==> src/rtl/lfys_pkg.sv <==
// Shared constants and types for the shuffle engine.
package lfys_pkg;

  localparam int MAX_ITEMS     = 64;
  localparam int ELEMENT_WIDTH = 16;
  localparam int ADDR_W        = $clog2(MAX_ITEMS);
  localparam int CNT_W         = $clog2(MAX_ITEMS + 1);
  localparam int DIV_W         = ADDR_W + 1;
  localparam int GEN_W         = 31;
  localparam int STEP_W        = $clog2(GEN_W + 1);

  localparam logic [GEN_W-1:0] LCG_MUL = 31'd1103515245;
  localparam logic [GEN_W-1:0] LCG_ADD = 31'd12345;

  typedef enum logic [3:0] {
    ST_IDLE,
    ST_GEN,
    ST_GEN_WAIT,
    ST_MOD,
    ST_RD_I,
    ST_RD_J,
    ST_WR_I,
    ST_WR_J,
    ST_OUT_RD,
    ST_OUT_LD
  } lfys_state_t;

  typedef struct packed {
    logic             step;
    logic             load;
    logic [GEN_W-1:0] seed;
  } lfys_lcg_ctl_t;

  typedef struct packed {
    logic             start;
    logic [GEN_W-1:0] dividend;
    logic [DIV_W-1:0] divisor;
  } lfys_div_req_t;

endpackage

==> src/rtl/lfys_ram.sv <==
// Generic simple dual-port RAM with registered read data.
module lfys_ram #(
  parameter int WIDTH = 16,
  parameter int DEPTH = 64
) (
  input  logic                     clk,
  input  logic                     we,
  input  logic [$clog2(DEPTH)-1:0] waddr,
  input  logic [WIDTH-1:0]         wdata,
  input  logic                     re,
  input  logic [$clog2(DEPTH)-1:0] raddr,
  output logic [WIDTH-1:0]         rdata
);

  logic [WIDTH-1:0] mem [DEPTH];

  always_ff @(posedge clk) begin
    if (we) begin
      mem[waddr] <= wdata;
    end
    if (re) begin
      rdata <= mem[raddr];
    end
  end

endmodule

==> src/rtl/lfys_lcg.sv <==
// Linear congruential generator with a registered multiply and a separate add cycle.
module lfys_lcg (
  input  logic                   clk,
  input  logic                   rst,
  input  lfys_pkg::lfys_lcg_ctl_t ctl,
  output logic                   done,
  output logic [lfys_pkg::GEN_W-1:0] value
);
  import lfys_pkg::*;

  logic [GEN_W-1:0] gen_state;
  logic [GEN_W-1:0] prod;
  logic             busy;

  always_ff @(posedge clk) begin
    if (rst) begin
      gen_state <= '0;
      busy      <= 1'b0;
      done      <= 1'b0;
    end else begin
      done <= 1'b0;
      if (ctl.load) begin
        gen_state <= ctl.seed;
        busy      <= 1'b0;
      end else if (busy) begin
        gen_state <= prod + LCG_ADD;
        busy      <= 1'b0;
        done      <= 1'b1;
      end else if (ctl.step) begin
        busy <= 1'b1;
      end
    end
  end

  always_ff @(posedge clk) begin
    if (ctl.step) begin
      prod <= GEN_W'(LCG_MUL * gen_state);
    end
  end

  assign value = gen_state;

endmodule

==> src/rtl/lfys_mod.sv <==
// Bit-serial restoring remainder unit, one dividend bit per cycle.
module lfys_mod (
  input  logic                    clk,
  input  logic                    rst,
  input  lfys_pkg::lfys_div_req_t req,
  output logic                    done,
  output logic [lfys_pkg::ADDR_W-1:0] remainder
);
  import lfys_pkg::*;

  logic [GEN_W-1:0]  dvd;
  logic [DIV_W-1:0]  div;
  logic [DIV_W-1:0]  rem;
  logic [STEP_W-1:0] steps;
  logic              busy;
  logic [DIV_W:0]    shifted;
  logic [DIV_W:0]    diff;

  assign shifted = {rem, dvd[GEN_W-1]};
  assign diff    = shifted - {1'b0, div};

  always_ff @(posedge clk) begin
    if (rst) begin
      busy <= 1'b0;
      done <= 1'b0;
    end else begin
      done <= 1'b0;
      if (req.start) begin
        busy <= 1'b1;
      end else if (busy && steps == STEP_W'(1)) begin
        busy <= 1'b0;
        done <= 1'b1;
      end
    end
  end

  always_ff @(posedge clk) begin
    if (req.start) begin
      dvd   <= req.dividend;
      div   <= req.divisor;
      rem   <= '0;
      steps <= STEP_W'(GEN_W);
    end else if (busy) begin
      dvd   <= {dvd[GEN_W-2:0], 1'b0};
      steps <= steps - STEP_W'(1);
      if (shifted >= {1'b0, div}) begin
        rem <= diff[DIV_W-1:0];
      end else begin
        rem <= shifted[DIV_W-1:0];
      end
    end
  end

  assign remainder = rem[ADDR_W-1:0];

endmodule

==> src/rtl/lcg_fisher_yates_shuffle_top.sv <==
// Top level of the shuffle engine: load, Fisher-Yates swap sequencer and ordered output.
// Items are accepted only in the idle state and are stalled while a shuffle or output runs.
// Each swap runs the generator, the 31-step serial remainder unit, then reads and writes both RAM entries.
// Output reads the buffer one item at a time and holds each item while out_stall is high.
// Synchronous reset clears the generator, the load count and the output valid flag;
// buffer contents are not cleared.
module lcg_fisher_yates_shuffle_top (
  input  logic                                 clk,
  input  logic                                 rst,
  input  logic                                 seed_we,
  input  logic [lfys_pkg::GEN_W-1:0]           seed,
  input  logic                                 in_valid,
  output logic                                 in_stall,
  input  logic [lfys_pkg::ELEMENT_WIDTH-1:0]   element,
  input  logic                                 last_element,
  output logic                                 out_valid,
  input  logic                                 out_stall,
  output logic [lfys_pkg::ELEMENT_WIDTH-1:0]   element_res,
  output logic                                 last_out
);
  import lfys_pkg::*;

  lfys_state_t state, state_next;

  logic [CNT_W-1:0]         cnt;
  logic [ADDR_W-1:0]        idx_i;
  logic [ADDR_W-1:0]        idx_j;
  logic [ADDR_W-1:0]        idx_k;
  logic [ADDR_W-1:0]        last_idx;
  logic [ELEMENT_WIDTH-1:0] hold_i;

  logic                     in_accept;
  logic                     buf_full;
  logic [ADDR_W-1:0]        load_last;
  logic                     out_load;

  logic                     ram_we;
  logic [ADDR_W-1:0]        ram_waddr;
  logic [ELEMENT_WIDTH-1:0] ram_wdata;
  logic                     ram_re;
  logic [ADDR_W-1:0]        ram_raddr;
  logic [ELEMENT_WIDTH-1:0] ram_rdata;

  lfys_lcg_ctl_t            lcg_ctl;
  logic                     lcg_done;
  logic [GEN_W-1:0]         lcg_value;
  lfys_div_req_t            div_req;
  logic                     mod_done;
  logic [ADDR_W-1:0]        mod_rem;

  assign in_accept = in_valid && !in_stall;
  assign buf_full  = (cnt == CNT_W'(MAX_ITEMS));
  assign load_last = buf_full ? ADDR_W'(MAX_ITEMS - 1) : cnt[ADDR_W-1:0];
  assign out_load  = (state == ST_OUT_LD) && (!out_valid || !out_stall);

  lfys_ram #(
    .WIDTH(ELEMENT_WIDTH),
    .DEPTH(MAX_ITEMS)
  ) u_buf (
    .clk  (clk),
    .we   (ram_we),
    .waddr(ram_waddr),
    .wdata(ram_wdata),
    .re   (ram_re),
    .raddr(ram_raddr),
    .rdata(ram_rdata)
  );

  lfys_lcg u_lcg (
    .clk  (clk),
    .rst  (rst),
    .ctl  (lcg_ctl),
    .done (lcg_done),
    .value(lcg_value)
  );

  lfys_mod u_mod (
    .clk      (clk),
    .rst      (rst),
    .req      (div_req),
    .done     (mod_done),
    .remainder(mod_rem)
  );

  always_comb begin
    state_next = state;
    unique case (state)
      ST_IDLE: begin
        if (in_accept && last_element) begin
          state_next = (load_last == '0) ? ST_OUT_RD : ST_GEN;
        end
      end
      ST_GEN:      state_next = ST_GEN_WAIT;
      ST_GEN_WAIT: if (lcg_done) state_next = ST_MOD;
      ST_MOD:      if (mod_done) state_next = ST_RD_I;
      ST_RD_I:     state_next = ST_RD_J;
      ST_RD_J:     state_next = ST_WR_I;
      ST_WR_I:     state_next = ST_WR_J;
      ST_WR_J:     state_next = (idx_i == ADDR_W'(1)) ? ST_OUT_RD : ST_GEN;
      ST_OUT_RD:   state_next = ST_OUT_LD;
      ST_OUT_LD: begin
        if (out_load) begin
          state_next = (idx_k == last_idx) ? ST_IDLE : ST_OUT_RD;
        end
      end
      default:     state_next = ST_IDLE;
    endcase
  end

  always_comb begin
    in_stall         = 1'b1;
    ram_we           = 1'b0;
    ram_waddr        = cnt[ADDR_W-1:0];
    ram_wdata        = element;
    ram_re           = 1'b0;
    ram_raddr        = idx_i;
    lcg_ctl.step     = 1'b0;
    lcg_ctl.load     = seed_we;
    lcg_ctl.seed     = seed;
    div_req.start    = 1'b0;
    div_req.dividend = lcg_value;
    div_req.divisor  = DIV_W'({1'b0, idx_i} + DIV_W'(1));
    unique case (state)
      ST_IDLE: begin
        in_stall = 1'b0;
        ram_we   = in_valid && !buf_full;
      end
      ST_GEN: begin
        lcg_ctl.step = 1'b1;
      end
      ST_GEN_WAIT: begin
        div_req.start = lcg_done;
      end
      ST_RD_I: begin
        ram_re = 1'b1;
      end
      ST_RD_J: begin
        ram_re    = 1'b1;
        ram_raddr = idx_j;
      end
      ST_WR_I: begin
        ram_we    = 1'b1;
        ram_waddr = idx_i;
        ram_wdata = ram_rdata;
      end
      ST_WR_J: begin
        ram_we    = 1'b1;
        ram_waddr = idx_j;
        ram_wdata = hold_i;
      end
      ST_OUT_RD: begin
        ram_re    = 1'b1;
        ram_raddr = idx_k;
      end
      default: begin
      end
    endcase
  end

  always_ff @(posedge clk) begin
    if (rst) begin
      state     <= ST_IDLE;
      cnt       <= '0;
      out_valid <= 1'b0;
    end else begin
      state <= state_next;
      if (state == ST_IDLE && in_accept) begin
        if (last_element) begin
          cnt <= '0;
        end else if (!buf_full) begin
          cnt <= cnt + CNT_W'(1);
        end
      end
      if (out_load) begin
        out_valid <= 1'b1;
      end else if (!out_stall) begin
        out_valid <= 1'b0;
      end
    end
  end

  always_ff @(posedge clk) begin
    if (state == ST_IDLE && in_accept && last_element) begin
      idx_i    <= load_last;
      last_idx <= load_last;
      idx_k    <= '0;
    end
    if (state == ST_MOD && mod_done) begin
      idx_j <= mod_rem;
    end
    if (state == ST_RD_J) begin
      hold_i <= ram_rdata;
    end
    if (state == ST_WR_J) begin
      idx_i <= idx_i - ADDR_W'(1);
    end
    if (out_load) begin
      element_res <= ram_rdata;
      last_out    <= (idx_k == last_idx);
      idx_k       <= idx_k + ADDR_W'(1);
    end
  end

endmodule

==> config.mk <==
export PLATFORM = sky130hd
export DESIGN_NAME = lcg_fisher_yates_shuffle_top
export DESIGN_NICKNAME = d
export VERILOG_FILES = /design/src/rtl/lfys_pkg.sv /design/src/rtl/lfys_ram.sv /design/src/rtl/lfys_lcg.sv /design/src/rtl/lfys_mod.sv /design/src/rtl/lcg_fisher_yates_shuffle_top.sv
export SDC_FILE = /design/constraint.sdc
export NUM_CORES = 2
export LEC_CHECK = 0
export BUFFER_PORTS_ARGS = -buffer_cell sky130_fd_sc_hd__buf_4
export CAP_MARGIN = 10
export CORE_MARGIN = 4
export CORE_UTILIZATION = 68
export CTS_CLUSTER_DIAMETER = 200
export CTS_CLUSTER_SIZE = 14
export DETAILED_ROUTE_END_ITERATION = 6
export PLACE_DENSITY = 0.85
export SYNTH_ARGS = -nofsm -noshare
export SYNTH_HDL_FRONTEND = slang
export SYNTH_SLANG_ARGS = --single-unit
==> constraint.sdc <==
create_clock -name clk -period 13.6 [get_ports clk]
set_clock_uncertainty 0.05 [all_clocks]
set_input_delay 0.68 -clock clk [delete_from_list [all_inputs] [get_ports clk]]
set_output_delay 0.68 -clock clk [all_outputs]
set_load 0.01 [all_outputs]
==> flow_metrics.env <==
export IMPL_cts_setup_buffers=0
export IMPL_rows=106
export IMPL_synth_area_um2=57320
export IMPL_synth_cell_types=75
export IMPL_crit_slowest_cell="fa_1"
export IMPL_die_y_um=298.3
export IMPL_critPathTopFamily="adder cells"
export IMPL_yosysSeqAreaShare_pct=63.14
export IMPL_core_area_um2=83560
export IMPL_grt_pass1_wl_um=215700
export IMPL_vias_per_cell=6.552
export IMPL_die_x_um=298.3
export IMPL_maxCapViolCount=0
export IMPL_clk_latency_ns=0.69
export IMPL_startpoint_type="flop"
export IMPL_synth_area_top_cells="edfxtp_1, fa_1, nand2_1, ha_1, mux2i_1"
export IMPL_rsz0062_at_grt="no"
export IMPL_grtUsageTotal_pct=31.88
export IMPL_synth_enable_flop_cells=1166
export IMPL_tightest_slew_ns=1.199
export IMPL_peakVddDrop_mv=0.2541
export IMPL_max_slew_margin_pct=19.78
export IMPL_period_needed_ns=6.981
export IMPL_routed_wl_um=142400
export IMPL_cp_max_fo=8
export IMPL_setup_violations_final=0
export IMPL_crit_type="flop to flop"
export IMPL_drt_iter0_drc=5923
export IMPL_drt_met1_wl_um=52960
export IMPL_worstPathArrival_ns=7.36
export IMPL_violations="DRC"
export IMPL_leakage_nw=23.18
export IMPL_finalHoldViolCount=0
export IMPL_hold_depth=3
export IMPL_route_met2_wl_um=66600
export IMPL_hold_class="input port to flop"
export IMPL_fillCellCount=4887
export IMPL_netlist_area_leader_share_pct=61.08
export IMPL_antenna_found_initial=4
export IMPL_cts_reportedPaths_clkPinSlew_ns=0.07
export IMPL_setup_tns_ns=0
export IMPL_fin_crit_sh_pct=51.33
export IMPL_ys_warn_count=0
export IMPL_stdcell_count=5661
export IMPL_grt_max_degree=178
export IMPL_die_area_um2=89010
export IMPL_hold_buffers=0
export IMPL_cpPeakStageDelay_ns=0.60
export IMPL_ys_ff_latch=1225
export IMPL_synthXorXnorAreaFrac_pct=1.757
export IMPL_post_synth_top_count_cell="edfxtp_1"
export IMPL_wl_met3_um=16450
export IMPL_powerDensity_nw_per_um2=189.6
export IMPL_h_tree_depth=3
export IMPL_cts_max_path_buffers=3
export IMPL_fin_area_um2=62030
export IMPL_synthAdderAreaFrac_pct=10.52
export IMPL_hpwl_um=90140
export IMPL_drt_pass1_iter_count=7
export IMPL_cts_root_buf="clkbuf_16"
export IMPL_finalNetCount=4993
export IMPL_synthToLayoutAreaGrowth_pct=8.202
export IMPL_synth_compound_area_share_pct=6.347
export IMPL_wl_per_cell_um=25.15
export IMPL_synth_common_cells="edfxtp_1, nand2_1, inv_1, nand3_1, nor2_1"
export IMPL_synth_top_family_by_area="simple AND/OR/NAND/NOR gates"
export IMPL_critical_path_most_common_cell="fa_1"
export IMPL_synth_ff_type="edfxtp_1"
export IMPL_grt_pass1_vias=36110
export IMPL_muxShareOfSynthArea_pct=2.846
export IMPL_drc=1
export IMPL_cp_num_buf_inv=1
export IMPL_synth_top_area_cell="edfxtp_1"
export IMPL_cts_resized_gates=0
export IMPL_vias=37090
export IMPL_grt_overflow_total=0
export IMPL_reg2regPathDepth=20
export IMPL_crit_cells=20
export IMPL_synthArstFlopShare_pct=0
export IMPL_crit_path_end_kind="flop"
export IMPL_placed_area_um2=59430
export IMPL_crit_required_ns=13.98
export IMPL_postRouteAntennaNets=0
export IMPL_cts_made_buffers=97
export IMPL_place_inst=5541
export IMPL_crit_chain="inv_1 -> ha_1 -> xnor2_1 -> ha_1 -> nand2b_1 -> fa_1 -> fa_1 -> fa_1 -> fa_1 -> fa_1 -> fa_1 -> ha_1 -> nand4_1 -> nor3_1 -> o311ai_0 -> a31oi_1 -> a31oi_1 -> o211ai_1 -> a21oi_1 -> xnor2_1"
export IMPL_highest_layer="met5"
export IMPL_io_buffers=71
export IMPL_ios=72
export IMPL_start_util_pct=68.61
export IMPL_gp_congestion=0.9592
export IMPL_timing_fmax_mhz=143.3
export IMPL_cts_sinks=1225
export IMPL_syn_nets=4933
export IMPL_slew_violations=0
export IMPL_syn_avg_cell_area_um2=12.74
export IMPL_syn_inst=4500
export IMPL_status="complete, but fails checks"
export IMPL_drive_gt1_share_pct=7.620
export IMPL_synth_simple_area_share_pct=11.77
export IMPL_cts_tree="done"
cell type report:
class                   count  area (um^2)  share of cell area (%)
clock buffers             113         2509                   4.045
clock inverters             6        82.58                  0.1331
repair buffers            182         1379                   2.223
flip-flops and latches   1225        36200                   58.36
multi-input cells        2746        19350                   31.19
diodes                      1        2.502                0.004034
inverters                 308         1156                   1.864
well taps                1080         1351                   2.179
cell usage in the layout, fill, tap and decap left out, drive strengths merged, types with 10 or more instances in the layout:
cell type / instances
edfxtp: 1166
nand2: 813
inv: 313
nand3: 282
nor2: 225
ha: 210
buf: 182
fa: 170
mux2i: 163
a21oi: 120
clkbuf: 113
o21ai: 98
xnor2: 76
a211oi: 66
dfxtp: 59
and3: 57
a31oi: 55
a22oi: 51
nand4: 44
xor2: 39
nor3: 33
a32oi: 32
o22ai: 20
nor4: 18
a22o: 18
nand2b: 16
a221o: 15
a21o: 11
or3: 10
nor2b: 10
cell families after synthesis:
| family | count (synthesis) |
|---|---|
| and+or+nand+nor | 1543 |
| adders and majority gates | 380 |
| buffers and inverters | 529 |
| xor gates and xnor gates | 115 |
| muxes | 163 |
| AOI/OAI and AO/OA | 545 |
| DFF | 1225 |
worst register-to-register path: stages, from the launching register on:
cell	delay [ns]
dfxtp_1	0.55
inv_1	0.12
ha_1	0.36
xnor2_1	0.33
ha_1	0.19
nand2b_1	0.15
fa_1	0.46
fa_1	0.55
fa_1	0.45
fa_1	0.60
fa_1	0.44
fa_1	0.45
ha_1	0.39
nand4_1	0.17
nor3_1	0.21
o311ai_0	0.27
a31oi_1	0.32
a31oi_1	0.20
o211ai_1	0.23
a21oi_1	0.11
xnor2_1	0.13
power by group:
part	switching (W)	leakage, nW	internal (W)	total (W)
combinational	0.00306	10.9	0.00168	0.00474
sequential	0.000118	11.0	0.00437	0.00449
clock	0.00123	1.27	0.00129	0.00252
total	0.00441	23.2	0.00735	0.0118
metrics by stage:
stage / util (%) / setup slack [ns] / hold slack [ns] / total power, W
final: 74.23 / 6.619 / 0.1706 / 0.01176
after CTS: 74.23 / 6.644 / 0.1325 / 0.01167
after global placement: 71.13 / 6.796 / 0.3389 / 0.009037
after global routing: 74.23 / 6.343 / 0.1612 / 0.01235
after floorplan: - / 7.101 / 0.3943 / 0.007803
after detailed placement: 71.13 / 6.633 / 0.3444 / 0.009176
layer usage:
layer	GRT usage [%]	up-vias
li1	-	16210
met1	44.30	18080
met5	0	-
met3	6.742	398
met4	12.20	4
met2	50.48	2394
worst paths after layout:
| check | from | end | slack (ns) |
|---|---|---|---|
| worst max-delay path | u_lcg.value[11]$_SDFFE_PP0P_ | u_lcg.prod[29]$_DFFE_PP_ | 6.62 |
| worst min-delay path | seed[14] | u_lcg.value[14]$_SDFFE_PP0P_ | 0.17 |
| worst max register to register | u_lcg.value[11]$_SDFFE_PP0P_ | u_lcg.prod[29]$_DFFE_PP_ | 6.62 |
| worst min register to register | u_lcg.busy$_SDFF_PP0_ | u_lcg.busy$_SDFF_PP0_ | 0.35 |
registers in the layout (all words and copies together), names as in the netlist, 7 cells and up:
signal and flops:
u_mod.div 7, cnt 7, element_res 16, u_mod.rem 7, u_buf.rdata 16, hold_i 16
u_buf.mem 1024, u_lcg.prod 31, u_mod.dvd 31, u_lcg.value 31
Power figures use the tool's default switching activity.
